## src/hw/rtl/gif_image_descriptor_parser_unit_macros.svh

```systemverilog
// ---------------------------------------------------------------------------
// gif image descriptor parser assertion macros
// shared property wrappers on the block clock and reset
// ---------------------------------------------------------------------------
`ifndef GIF_IMAGE_DESCRIPTOR_PARSER_UNIT_MACROS_SVH
`define GIF_IMAGE_DESCRIPTOR_PARSER_UNIT_MACROS_SVH

// checked only outside reset
`define GIDP_ASSERT(label, prop, msg) \
  label: assert property (@(posedge clk) disable iff (rst) prop) else $error(msg);

// checked on every edge, reset included
`define GIDP_ASSERT_ALWAYS(label, prop, msg) \
  label: assert property (@(posedge clk) prop) else $error(msg);

`endif

```

## src/hw/rtl/gidp_pkg.sv

```systemverilog
// ---------------------------------------------------------------------------
// gidp_pkg
// shared types, result kind codes and helpers of the descriptor parser
// ---------------------------------------------------------------------------
package gidp_pkg;

  localparam logic [2:0] KIND_DESC  = 3'd0;
  localparam logic [2:0] KIND_ENTRY = 3'd1;
  localparam logic [2:0] KIND_CODE  = 3'd2;
  localparam logic [2:0] KIND_DATA  = 3'd3;
  localparam logic [2:0] KIND_END   = 3'd4;

  localparam int QDEPTH = 4;
  localparam int QPTR_W = $clog2(QDEPTH);
  localparam int QCNT_W = $clog2(QDEPTH + 1);

  // raw result record between parser and output stage
  // descriptor: bytes 0..7 high to low, packed byte in [7:0]
  // entry: index in [31:24], rgb in [23:0]; code and data: [7:0]
  typedef struct packed {
    logic [2:0]  kind;
    logic [71:0] data;
    logic        hbf;
  } rec_t;

  function automatic logic [8:0] tbl_size(input logic [7:0] packed_byte);
    logic [8:0] sz;
    if (packed_byte[7]) begin
      sz = 9'(9'd2 << packed_byte[2:0]);
    end else begin
      sz = 9'd0;
    end
    return sz;
  endfunction

endpackage

```

## src/hw/rtl/gidp_front.sv

```systemverilog
// ---------------------------------------------------------------------------
// gidp_front
// byte parser: tracks descriptor, table, code size and sub-block phases
// ---------------------------------------------------------------------------
module gidp_front (
  input  logic          clk,
  input  logic          rst,
  input  logic          accept,
  input  logic [7:0]    in_byte,
  input  logic          hbf,
  output logic          push,
  output gidp_pkg::rec_t rec
);
  import gidp_pkg::*;

  typedef enum logic [2:0] {
    PH_DESC  = 3'd0,
    PH_TABLE = 3'd1,
    PH_CODE  = 3'd2,
    PH_COUNT = 3'd3,
    PH_DATA  = 3'd4
  } phase_t;

  phase_t      phase, phase_next;
  logic [3:0]  byte_count, byte_count_next;
  logic [8:0]  entry_count, entry_count_next;
  logic [8:0]  table_size, table_size_next;
  logic [15:0] color_bytes, color_bytes_next;
  logic [7:0]  block_remaining, block_remaining_next;
  logic [7:0]  desc [8];
  logic [3:0]  idx;
  logic        desc_we;
  logic        produce;
  logic [8:0]  ts;

  always_comb begin
    phase_next           = phase;
    byte_count_next      = byte_count;
    entry_count_next     = entry_count;
    table_size_next      = table_size;
    color_bytes_next     = color_bytes;
    block_remaining_next = block_remaining;
    produce              = 1'b0;
    desc_we              = 1'b0;
    rec                  = '0;
    idx                  = (byte_count > 4'd8) ? 4'd0 : byte_count;
    ts                   = tbl_size(in_byte);
    case (phase)
      PH_TABLE: begin
        if (byte_count < 4'd2) begin
          color_bytes_next = {color_bytes[7:0], in_byte};
          byte_count_next  = byte_count + 4'd1;
        end else begin
          produce          = 1'b1;
          rec.kind         = KIND_ENTRY;
          rec.data         = {40'd0, entry_count[7:0], color_bytes, in_byte};
          byte_count_next  = 4'd0;
          color_bytes_next = 16'd0;
          entry_count_next = entry_count + 9'd1;
          if (entry_count_next >= table_size) begin
            phase_next = PH_CODE;
          end
        end
      end
      PH_CODE: begin
        produce    = 1'b1;
        rec.kind   = KIND_CODE;
        rec.data   = {64'd0, in_byte};
        phase_next = PH_COUNT;
      end
      PH_COUNT: begin
        if (in_byte == 8'd0) begin
          produce         = 1'b1;
          rec.kind        = KIND_END;
          phase_next      = PH_DESC;
          byte_count_next = 4'd0;
        end else begin
          block_remaining_next = in_byte;
          phase_next           = PH_DATA;
        end
      end
      PH_DATA: begin
        produce              = 1'b1;
        rec.kind             = KIND_DATA;
        rec.data             = {64'd0, in_byte};
        block_remaining_next = block_remaining - 8'd1;
        if (block_remaining_next == 8'd0) begin
          phase_next = PH_COUNT;
        end
      end
      default: begin
        if (idx < 4'd8) begin
          desc_we         = 1'b1;
          byte_count_next = idx + 4'd1;
          phase_next      = PH_DESC;
        end else begin
          produce          = 1'b1;
          byte_count_next  = 4'd0;
          table_size_next  = ts;
          entry_count_next = 9'd0;
          color_bytes_next = 16'd0;
          rec.kind         = KIND_DESC;
          rec.data         = {desc[0], desc[1], desc[2], desc[3],
                              desc[4], desc[5], desc[6], desc[7], in_byte};
          rec.hbf          = hbf;
          phase_next       = (ts != 9'd0) ? PH_TABLE : PH_CODE;
        end
      end
    endcase
    push = accept && produce;
  end

  always_ff @(posedge clk) begin
    if (rst) begin
      phase           <= PH_DESC;
      byte_count      <= 4'd0;
      entry_count     <= 9'd0;
      table_size      <= 9'd0;
      color_bytes     <= 16'd0;
      block_remaining <= 8'd0;
    end else if (accept) begin
      phase           <= phase_next;
      byte_count      <= byte_count_next;
      entry_count     <= entry_count_next;
      table_size      <= table_size_next;
      color_bytes     <= color_bytes_next;
      block_remaining <= block_remaining_next;
    end
  end

  always_ff @(posedge clk) begin
    if (accept && desc_we) begin
      desc[idx[2:0]] <= in_byte;
    end
  end

endmodule

```

## src/hw/rtl/gidp_queue.sv

```systemverilog
// ---------------------------------------------------------------------------
// gidp_queue
// small record fifo between parser and output stage
// ---------------------------------------------------------------------------
`include "gif_image_descriptor_parser_unit_macros.svh"

module gidp_queue (
  input  logic           clk,
  input  logic           rst,
  input  logic           push,
  input  gidp_pkg::rec_t push_rec,
  input  logic           pop,
  output gidp_pkg::rec_t head,
  output logic           full,
  output logic           empty
);
  import gidp_pkg::*;

  rec_t              mem [QDEPTH];
  logic [QPTR_W-1:0] wr_ptr;
  logic [QPTR_W-1:0] rd_ptr;
  logic [QCNT_W-1:0] count;

  assign full  = (count == QCNT_W'(QDEPTH));
  assign empty = (count == '0);
  assign head  = mem[rd_ptr];

  always_ff @(posedge clk) begin
    if (rst) begin
      wr_ptr <= '0;
      rd_ptr <= '0;
      count  <= '0;
    end else begin
      if (push) begin
        wr_ptr <= wr_ptr + 1'b1;
      end
      if (pop) begin
        rd_ptr <= rd_ptr + 1'b1;
      end
      if (push && !pop) begin
        count <= count + 1'b1;
      end else if (pop && !push) begin
        count <= count - 1'b1;
      end
    end
  end

  always_ff @(posedge clk) begin
    if (push) begin
      mem[wr_ptr] <= push_rec;
    end
  end

  `GIDP_ASSERT(a_no_push_full, push |-> !full, "push into full queue")
  `GIDP_ASSERT(a_no_pop_empty, pop |-> !empty, "pop from empty queue")
  `GIDP_ASSERT(a_count_up, (push && !pop) |=> count == $past(count) + 1'b1, "count mismatch")
  `GIDP_ASSERT_ALWAYS(a_count_range, rst || count <= QCNT_W'(QDEPTH), "queue count out of range")

endmodule

```

## src/hw/rtl/gidp_back.sv

```systemverilog
// ---------------------------------------------------------------------------
// gidp_back
// output stage: decodes queue records into result fields and holds them
// ---------------------------------------------------------------------------
`include "gif_image_descriptor_parser_unit_macros.svh"

module gidp_back (
  input  logic           clk,
  input  logic           rst,
  input  gidp_pkg::rec_t head,
  input  logic           empty,
  output logic           pop,
  output logic           out_valid,
  input  logic           out_ready,
  output logic [2:0]     kind,
  output logic [15:0]    left_pos,
  output logic [15:0]    top_pos,
  output logic [15:0]    image_width,
  output logic [15:0]    image_height,
  output logic           interlaced,
  output logic [8:0]     table_entries,
  output logic [7:0]     entry_index,
  output logic [23:0]    color_rgb,
  output logic [7:0]     value,
  output logic           last
);
  import gidp_pkg::*;

  logic [15:0] d_left, d_top, d_width, d_height;
  logic        d_interlaced, d_last;
  logic [8:0]  d_table;
  logic [7:0]  d_index, d_value;
  logic [23:0] d_rgb;

  function automatic logic [15:0] join16(input logic hi_first, input logic [7:0] first,
                                         input logic [7:0] second);
    return hi_first ? {first, second} : {second, first};
  endfunction

  always_comb begin
    d_left       = '0;
    d_top        = '0;
    d_width      = '0;
    d_height     = '0;
    d_interlaced = 1'b0;
    d_table      = '0;
    d_index      = '0;
    d_rgb        = '0;
    d_value      = '0;
    d_last       = 1'b0;
    case (head.kind)
      KIND_DESC: begin
        d_left       = join16(head.hbf, head.data[71:64], head.data[63:56]);
        d_top        = join16(head.hbf, head.data[55:48], head.data[47:40]);
        d_width      = join16(head.hbf, head.data[39:32], head.data[31:24]);
        d_height     = join16(head.hbf, head.data[23:16], head.data[15:8]);
        d_interlaced = head.data[5];
        d_table      = tbl_size(head.data[7:0]);
      end
      KIND_ENTRY: begin
        d_index = head.data[31:24];
        d_rgb   = head.data[23:0];
      end
      KIND_CODE, KIND_DATA: begin
        d_value = head.data[7:0];
      end
      KIND_END: begin
        d_last = 1'b1;
      end
      default: begin
      end
    endcase
  end

  assign pop = !empty && (!out_valid || out_ready);

  always_ff @(posedge clk) begin
    if (rst) begin
      out_valid <= 1'b0;
    end else if (pop) begin
      out_valid <= 1'b1;
    end else if (out_ready) begin
      out_valid <= 1'b0;
    end
  end

  always_ff @(posedge clk) begin
    if (pop) begin
      kind          <= head.kind;
      left_pos      <= d_left;
      top_pos       <= d_top;
      image_width   <= d_width;
      image_height  <= d_height;
      interlaced    <= d_interlaced;
      table_entries <= d_table;
      entry_index   <= d_index;
      color_rgb     <= d_rgb;
      value         <= d_value;
      last          <= d_last;
    end
  end

  `GIDP_ASSERT(a_kind_legal, out_valid |-> kind <= KIND_END, "illegal result kind")
  `GIDP_ASSERT(a_last_end, out_valid |-> (last == (kind == KIND_END)), "last flag mismatch")
  `GIDP_ASSERT(a_desc_zero, (out_valid && kind != KIND_DESC) |-> (left_pos == 16'd0 && table_entries == 9'd0), "descriptor fields not cleared")
  `GIDP_ASSERT(a_load_valid, pop |=> out_valid, "loaded result not presented")

endmodule

```

## src/hw/rtl/gif_image_descriptor_parser_unit.sv

```systemverilog
// result path: a result is written into the record queue as its byte is accepted, then loaded into the output register
// throughput: one byte per cycle; in_ready drops only when the 4-entry record queue fills
// the parser phase register sets the per-byte step, one state update per byte
// reset: phase returns to the descriptor phase, queue and output stage empty,
// byte order register clears to low byte first
// ---------------------------------------------------------------------------
// gif_image_descriptor_parser_unit
// image descriptor, local color table and data sub-block parser
// ---------------------------------------------------------------------------
module gif_image_descriptor_parser_unit (
  input  logic        clk,
  input  logic        rst,
  input  logic        psel,
  input  logic        penable,
  input  logic        pwrite,
  input  logic [2:0]  paddr,
  input  logic [31:0] pwdata,
  output logic [31:0] prdata,
  output logic        pready,
  input  logic        in_valid,
  output logic        in_ready,
  input  logic [7:0]  in_byte,
  output logic        out_valid,
  input  logic        out_ready,
  output logic [2:0]  kind,
  output logic [15:0] left_pos,
  output logic [15:0] top_pos,
  output logic [15:0] image_width,
  output logic [15:0] image_height,
  output logic        interlaced,
  output logic [8:0]  table_entries,
  output logic [7:0]  entry_index,
  output logic [23:0] color_rgb,
  output logic [7:0]  value,
  output logic        last
);
  import gidp_pkg::*;

  logic high_byte_first;
  logic accept;
  logic push;
  logic pop;
  logic full;
  logic empty;
  rec_t push_rec;
  rec_t head;

  assign pready   = 1'b1;
  assign in_ready = !full;
  assign accept   = in_valid && in_ready;

  always_ff @(posedge clk) begin
    if (rst) begin
      high_byte_first <= 1'b0;
    end else if (psel && penable && pwrite && pready && !paddr[2]) begin
      high_byte_first <= pwdata[0];
    end
  end

  assign prdata = paddr[2] ? 32'd0 : {31'd0, high_byte_first};

  gidp_front u_front (
    .clk     (clk),
    .rst     (rst),
    .accept  (accept),
    .in_byte (in_byte),
    .hbf     (high_byte_first),
    .push    (push),
    .rec     (push_rec)
  );

  gidp_queue u_queue (
    .clk      (clk),
    .rst      (rst),
    .push     (push),
    .push_rec (push_rec),
    .pop      (pop),
    .head     (head),
    .full     (full),
    .empty    (empty)
  );

  gidp_back u_back (
    .clk           (clk),
    .rst           (rst),
    .head          (head),
    .empty         (empty),
    .pop           (pop),
    .out_valid     (out_valid),
    .out_ready     (out_ready),
    .kind          (kind),
    .left_pos      (left_pos),
    .top_pos       (top_pos),
    .image_width   (image_width),
    .image_height  (image_height),
    .interlaced    (interlaced),
    .table_entries (table_entries),
    .entry_index   (entry_index),
    .color_rgb     (color_rgb),
    .value         (value),
    .last          (last)
  );

endmodule

```

## config.mk

```make
export PLATFORM = sky130hd
export DESIGN_NAME = gif_image_descriptor_parser_unit
export DESIGN_NICKNAME = d
export VERILOG_FILES = /design/src/hw/rtl/gidp_pkg.sv /design/src/hw/rtl/gidp_front.sv /design/src/hw/rtl/gidp_queue.sv /design/src/hw/rtl/gidp_back.sv /design/src/hw/rtl/gif_image_descriptor_parser_unit.sv
export VERILOG_INCLUDE_DIRS = /design/src /design/src/hw/rtl
export SDC_FILE = /design/constraint.sdc
export NUM_CORES = 1
export LEC_CHECK = 0
export ABC_CLOCK_PERIOD_IN_PS = 9500
export BUFFER_PORTS_ARGS = -buffer_cell sky130_fd_sc_hd__buf_2
export CAP_MARGIN = 30
export CORE_MARGIN = 2
export CORE_UTILIZATION = 50
export CTS_CLUSTER_DIAMETER = 120
export DETAILED_ROUTE_END_ITERATION = 16
export PLACE_DENSITY = 0.69
export SKIP_CTS_REPAIR_TIMING = 1
export SYNTH_ARGS = -nofsm -noshare
export SYNTH_HDL_FRONTEND = slang
export SYNTH_SLANG_ARGS = --single-unit
export TNS_END_PERCENT = 5
```

## constraint.sdc

```tcl
create_clock -name clk -period 9.5 [get_ports clk]
set_input_delay 1.425 -clock clk [delete_from_list [all_inputs] [get_ports clk]]
set_output_delay 1.425 -clock clk [all_outputs]
set_load 0.02 [all_outputs]
```

==> results of run 1 <==
## layout make-up
class                      instances  area [µm²]
fill                            3283       18400
clock inverter                    21         208
tap                              585         732
clock buffer                      69        1480
timing repair buffer             155         856
multi-input combinational        763        5780
sequential                       544       15800
inverter                          23        86.3
## metal layers
metal | part of all wire, % | global-route usage [%] | up-vias
met3 | 6.2 | 3.72 | 80
li1 | - | - | 5482
met1 | 42 | 26.9 | 6092
met2 | 49 | 31.5 | 392
met5 | 0 | 0 | -
met4 | 2.8 | 6.90 | 0
## state kept, by name, summed over array words and instances (netlist names), 4 cells and up, named ones only
name                     cells
u_back.color_rgb            24
u_back.entry_index           8
u_back.image_height         16
u_back.image_width          16
u_back.left_pos             16
u_back.table_entries         8
u_back.top_pos              16
u_back.value                 8
u_front.block_remaining      8
u_front.byte_count           4
u_front.color_bytes         16
u_front.desc                64
u_front.entry_count          9
u_front.table_size           8
u_queue.mem                304
## power by group
group / total [mW] / internal (mW) / switching, mW
combinational: 1.76 / 0.577 / 1.18
sequential: 3.23 / 3.06 / 0.169
clock: 2.05 / 1.19 / 0.858
total: 7.04 / 4.83 / 2.21
## logic make-up (layout without fill, tap and decap cells)
kind of cell	after synthesis	after routing	synth area share, %
compound gates	198	198	6.43
xor+xnor	12	12	0.477
fa+ha+maj	20	20	1.17
buf+inv	131	268	3.19
flops	544	544	71.4
mux	82	82	7.98
other cells	2	33	0.0341
simple gates	418	418	9.31
## cells in the final DEF (no fill, tap or decap), types with 7 or more instances in the layout
master     count
nor2_1        44
buf_2        136
nor3_1        11
buf_4         17
or3_1         14
mux4_2        75
ha_1          19
clkbuf_16     55
a22o_1        24
nand3_1       28
clkinv_1       7
dfxtp_1       57
inv_1         23
clkbuf_1       9
nand2_1      174
o21ai_0       23
a21oi_1       56
and2_1        91
a21oi_2       60
edfxtp_1     485
conb_1        33
nand2b_1      14
## worst max-delay path, delay by kind of cell
| kind | cells | cell delay (ns) |
|---|---|---|
| AND/OR/NAND/NOR | 3 | 1.25 |
| AO/OA/AOI/OAI | 1 | 0.57 |
| buffers and inverters | 2 | 0.94 |
## worst paths after layout
path / from / end / cells past startpoint
setup / recovery: in_byte[2] / u_queue.mem[2][49] / 6
setup reg to reg: u_front.phase[1] / u_queue.mem[2][49] / 5
hold reg to reg: u_front.table_size[3] / u_front.table_size[3] / 2
hold / removal: u_front.table_size[3] / u_front.table_size[3] / 2
## through the flow
stage               power [mW]  util [%]  setup slack [ns]  instances  hold slack, ns
finish                    7.04      57.5              5.48       2160           0.451
global route              7.34      57.5              5.27       2160           0.464
CTS                       7.10      57.5              5.49       2158           0.453
detailed placement        5.06      53.6              4.85       2068           0.446
global placement          5.02      53.5              4.87       2067           0.441
floorplan                 4.55         -             0.796       1438           0.432
==> qor.csv, run 1 <==
metric;value;unit
r2r setup slk;6.04;ns
most common cell in the netlist;edfxtp_1;
Clock Tree Root;clkbuf_16;
PD cells;283;nW/µm²
# IOs;203;
slowest stage delay, CP;0.67;ns
flops & latches, synth;544;
mean number of vias per cell;5.58;
Cells after Synth;1407;
Seq/Total Area, Yosys;71.4;%
status;completed;
crit path max-delay cell type;buf_4;
Final Hold Vio Count;0;
total track usage;19.6;%
Antenna Nets Post-Route;0;
Ant. Diodes;0;
Die W;214;µm
Slew HR;30.8;%
CP cell instances;buf_2, nor4_1, nand3_1, a211oi_2, and2_4, buf_4;
Synth cell types;60;
drt total wl;44.7;mm
dpl cell area;23200;µm²
Setup TNS;0;ns
Fmax;249;MHz
DR pass1 iterations;5;
Startpoint Class;primary input;
Hold Path Class;reg2reg;
Critical Setup Path Class;in2reg;
final setup fails;0;
global route total overflow;0;
initial antenna violation count;0;
DRC;0;
initial drt markers;1207;
routed len/inst;20.7;µm
vias in the first global route;11900;
share of cells above drive strength 1;25.0;%
Leakage;8.63;nW
total CTS buffers;53;
Worst-Margin Slew;1.03;ns
Post-synth EDFFs;485;
clock skew;0.0214;ns
Initial Util;51.0;%
die area;45800;µm²
largest net degree at the start of global routing;65;
top post-synthesis cells by area;edfxtp_1 (66%), mux4_2 (7.7%), dfxtp_1 (5.4%), nand2_1 (3.0%), and2_1 (2.7%);
clock sink count;544;
most instantiated cells after synthesis;edfxtp_1 (485), nand2_1 (174), and2_1 (95), mux4_2 (75), a21oi_2 (60);
first-pass GRT wire length;68.8;mm
Final Critical Period;4.02;ns
CP max FO;42;
Synth area leader;edfxtp_1;
core area;43300;µm²
Clock transition at path regs;0.06;ns
async set or reset register ratio after synthesis;0;%
syn_area_per_cell;15.7;µm²
input/output buffers;136;
Ys Warns;0;
chip height;214;µm
# nets final;1610;
worst vdd ir;0.216;mV
H-tree levels;2;
DP HPWL;26.2;mm
P&R area growth vs syn;12.9;%
Req. time, crit path;9.72;ns
vias;12000;
Site Rows;76;
crit share post-route;42.3;%
Critical Path AT;4.24;ns
CP Capture Type;flop;
mapped cell area;22000;µm²
Most used DFF post-synth;edfxtp_1;
clk_lat worst skew;0.60;ns
clk buf depth;3;
Finished Cell Area;24900;µm²
maxcap violations;0;
gpl congestion;0.829;
RSZ-0062 raised after global routing;no;
Max Transition Viols Final;0;
share of the synthesized area in the top cell type;66.1;%
CTS tree;yes;
No activity file was read; power rests on OpenSTA's default activity.
==> run 2: changes to the inputs <==
ABC_AREA = 1   (was default)
ABC_CLOCK_PERIOD_IN_PS = 3300   (was 9500)
PLACE_DENSITY = 0.72   (was 0.69)
clock period = 3.3 ns   (was 9.5 ns; I/O delays follow)
==> qor.csv, run 2 <==
metric;value;unit
Most flops, register;u_queue.mem;
max FFs per register;304;
Util after Layout;57.6;%
Initial Util;50.4;%
syn_area_per_cell;11.8;µm²
Logic pwr share;30.5;%
commonest non-fill, non-tap cell in the layout;edfxtp_1;
min-delay src;pwdata[0];
clk buf depth;3;
flops & latches, synth;544;
clock skew;0.0185;ns
mapped cell area;22200;µm²
share of the synthesized area in the top cell type;65.6;%
Most used DFF post-synth;edfxtp_1;
Finished Cell Area;25400;µm²
Hold Worst Slack;0.177;ns
Fmax;349;MHz
Synth area leader;edfxtp_1;
# IOs;203;
net load switching power;7.84;mW
Hold Path Depth;2;
Reg area;15700;µm²
Worst-Margin Slew;0.884;ns
Critical Setup Path Class;reg2reg;
Antenna Nets Post-Route;0;
die area;46100;µm²
register share of total power;42.3;%
r2r setup slk;0.44;ns
CTS tree;yes;
post-route setup slack;0.436;ns
worst vdd ir;0.709;mV
status;completed;
Hold EP;high_byte_first;
Clock transition at path regs;0.06;ns
CP top delay family;simple AND/OR/NAND/NOR gates;
total CTS buffers;53;
Multi-input gate area;5260;µm²
vias;14400;
overall power;22.0;mW
Slew HR;41.0;%
internal power;14.2;mW
drt total wl;49.4;mm
DP HPWL;30.7;mm
CP cell instances;inv_4, nand2_1, a32o_1, nand3_2, buf_12, a21oi_1;
maxcap violations;0;
Site Rows;77;
total track usage;21.2;%
initial antenna violation count;0;
H-tree levels;2;
gpl congestion;0.859;
Hold Path Class;in2reg;
initial drt markers;1582;
slowest stage delay, CP;0.76;ns
Ys Warns;0;
routed len/inst;18.5;µm
P&R area growth vs syn;14.3;%
Post-synth EDFFs;485;
async set or reset register ratio after synthesis;0;%
Synth cell types;44;
Final Hold Vio Count;0;
DP Cell Count;2566;
RR Endpoint;u_back.image_width[12];
DRC;0;
Startpoint Class;flop;
Cells after Synth;1879;
first-pass GRT wire length;77.1;mm
Net Sw Frac;35.6;%
Ant. Diodes;0;
Critical Path AT;3.27;ns
DR pass1 iterations;5;
top post-synthesis cells by area;edfxtp_1 (66%), nand2_1 (5.7%), dfxtp_1 (5.3%), nor2_1 (4.0%), a21oi_1 (3.6%);
PD cells;869;nW/µm²
FILL cells;3420;
Final Critical Period;2.86;ns
clock sink count;544;
Clock power frac;27.2;%
share of cells above drive strength 1;15.0;%
crit share post-route;86.8;%
mean number of vias per cell;5.41;
# nets final;2099;
Req. time, crit path;3.70;ns
most frequent cells in the layout;edfxtp_1 (485), nand2_1 (339), nor2_1 (232);
Setup TNS;0;ns
Clock Tree Root;clkbuf_16;
most common cell in the netlist;edfxtp_1;
Max Transition Viols Final;0;
reg2reg path depth;6;
CP max FO;45;
Non-Filler Instances;2665;
most instantiated cells after synthesis;edfxtp_1 (485), nand2_1 (339), nor2_1 (237), a21oi_1 (159), inv_1 (150);
Leakage;9.99;nW
CP Capture Type;flop;
core area;44000;µm²
clk_lat worst skew;0.58;ns
vias in the first global route;14000;
final setup fails;0;
dpl cell area;23600;µm²
largest net degree at the start of global routing;121;
Buf/Inv on CP;2;
RSZ-0062 raised after global routing;no;
Die W;215;µm
Seq/Total Area, Yosys;70.9;%
global route total overflow;0;
input/output buffers;136;
setup slack at placement;0.519;ns
chip height;215;µm
crit path max-delay cell type;nand3_2;
[run 2: cell families after synthesis]
group / share of synthesized area, %
buffers and inverters: 6.22
flip-flops: 70.9
XOR/XNOR: 0.316
AO/OA/AOI/OAI: 9.93
adder cells (fa/ha/maj): 1.16
AND/OR/NAND/NOR: 11.4
other: 0.0338
[run 2: area by class of cell]
class / instances / area share, %
flip-flops and latches: 544 / 62.1
multi-input cells: 1079 / 20.7
clock buffers: 63 / 5.62
repair buffers: 190 / 4.97
well taps: 592 / 2.92
inverters: 161 / 2.43
clock inverters: 36 / 1.25
[run 2: per-layer routing]
| layer | vias up | track usage (%) | part of all wire [%] |
|---|---|---|---|
| met5 | - | 0 | 0 |
| met4 | 0 | 5.28 | 1.9 |
| met3 | 74 | 3.04 | 7.4 |
| met2 | 541 | 36.2 | 50 |
| met1 | 7021 | 28.9 | 41 |
| li1 | 6791 | - | - |
[run 2: worst reg2reg max path, delay by kind of cell (launching register included)]
family,cells,cell delay (ns)
compound gates,2,0.59
flops,1,0.68
simple gates,2,0.85
buf+inv,2,0.57
[run 2: worst max path at each step]
| stage | cells past startpoint | to | slack [ns] |
|---|---|---|---|
| 2_1_floorplan | 8 | u_queue.count[1] | -0.46 |
| 3_3_place_gp | 10 | u_queue.mem[0][35] | 0.65 |
| 3_5_place_dp | 7 | u_back.table_entries[5] | 0.52 |
| 4_1_cts | 7 | u_back.table_entries[5] | 0.46 |
| 5_1_grt | 7 | u_back.table_entries[5] | 0.19 |
| 6_report | 6 | u_back.image_width[12] | 0.44 |
[run 2: power groups by stage]
| stage | sequential, mW | clock [mW] | combinational (mW) |
|---|---|---|---|
| 5_1_grt | 9.43 | 6.31 | 7.38 |
| 4_1_cts | 9.33 | 6.06 | 6.73 |
| 6_report | 9.32 | 5.99 | 6.72 |
| 3_5_place_dp | 9.47 | 0 | 6.70 |
| 3_3_place_gp | 9.44 | 0 | 6.50 |
| 2_1_floorplan | 10.3 | 0 | 3.80 |
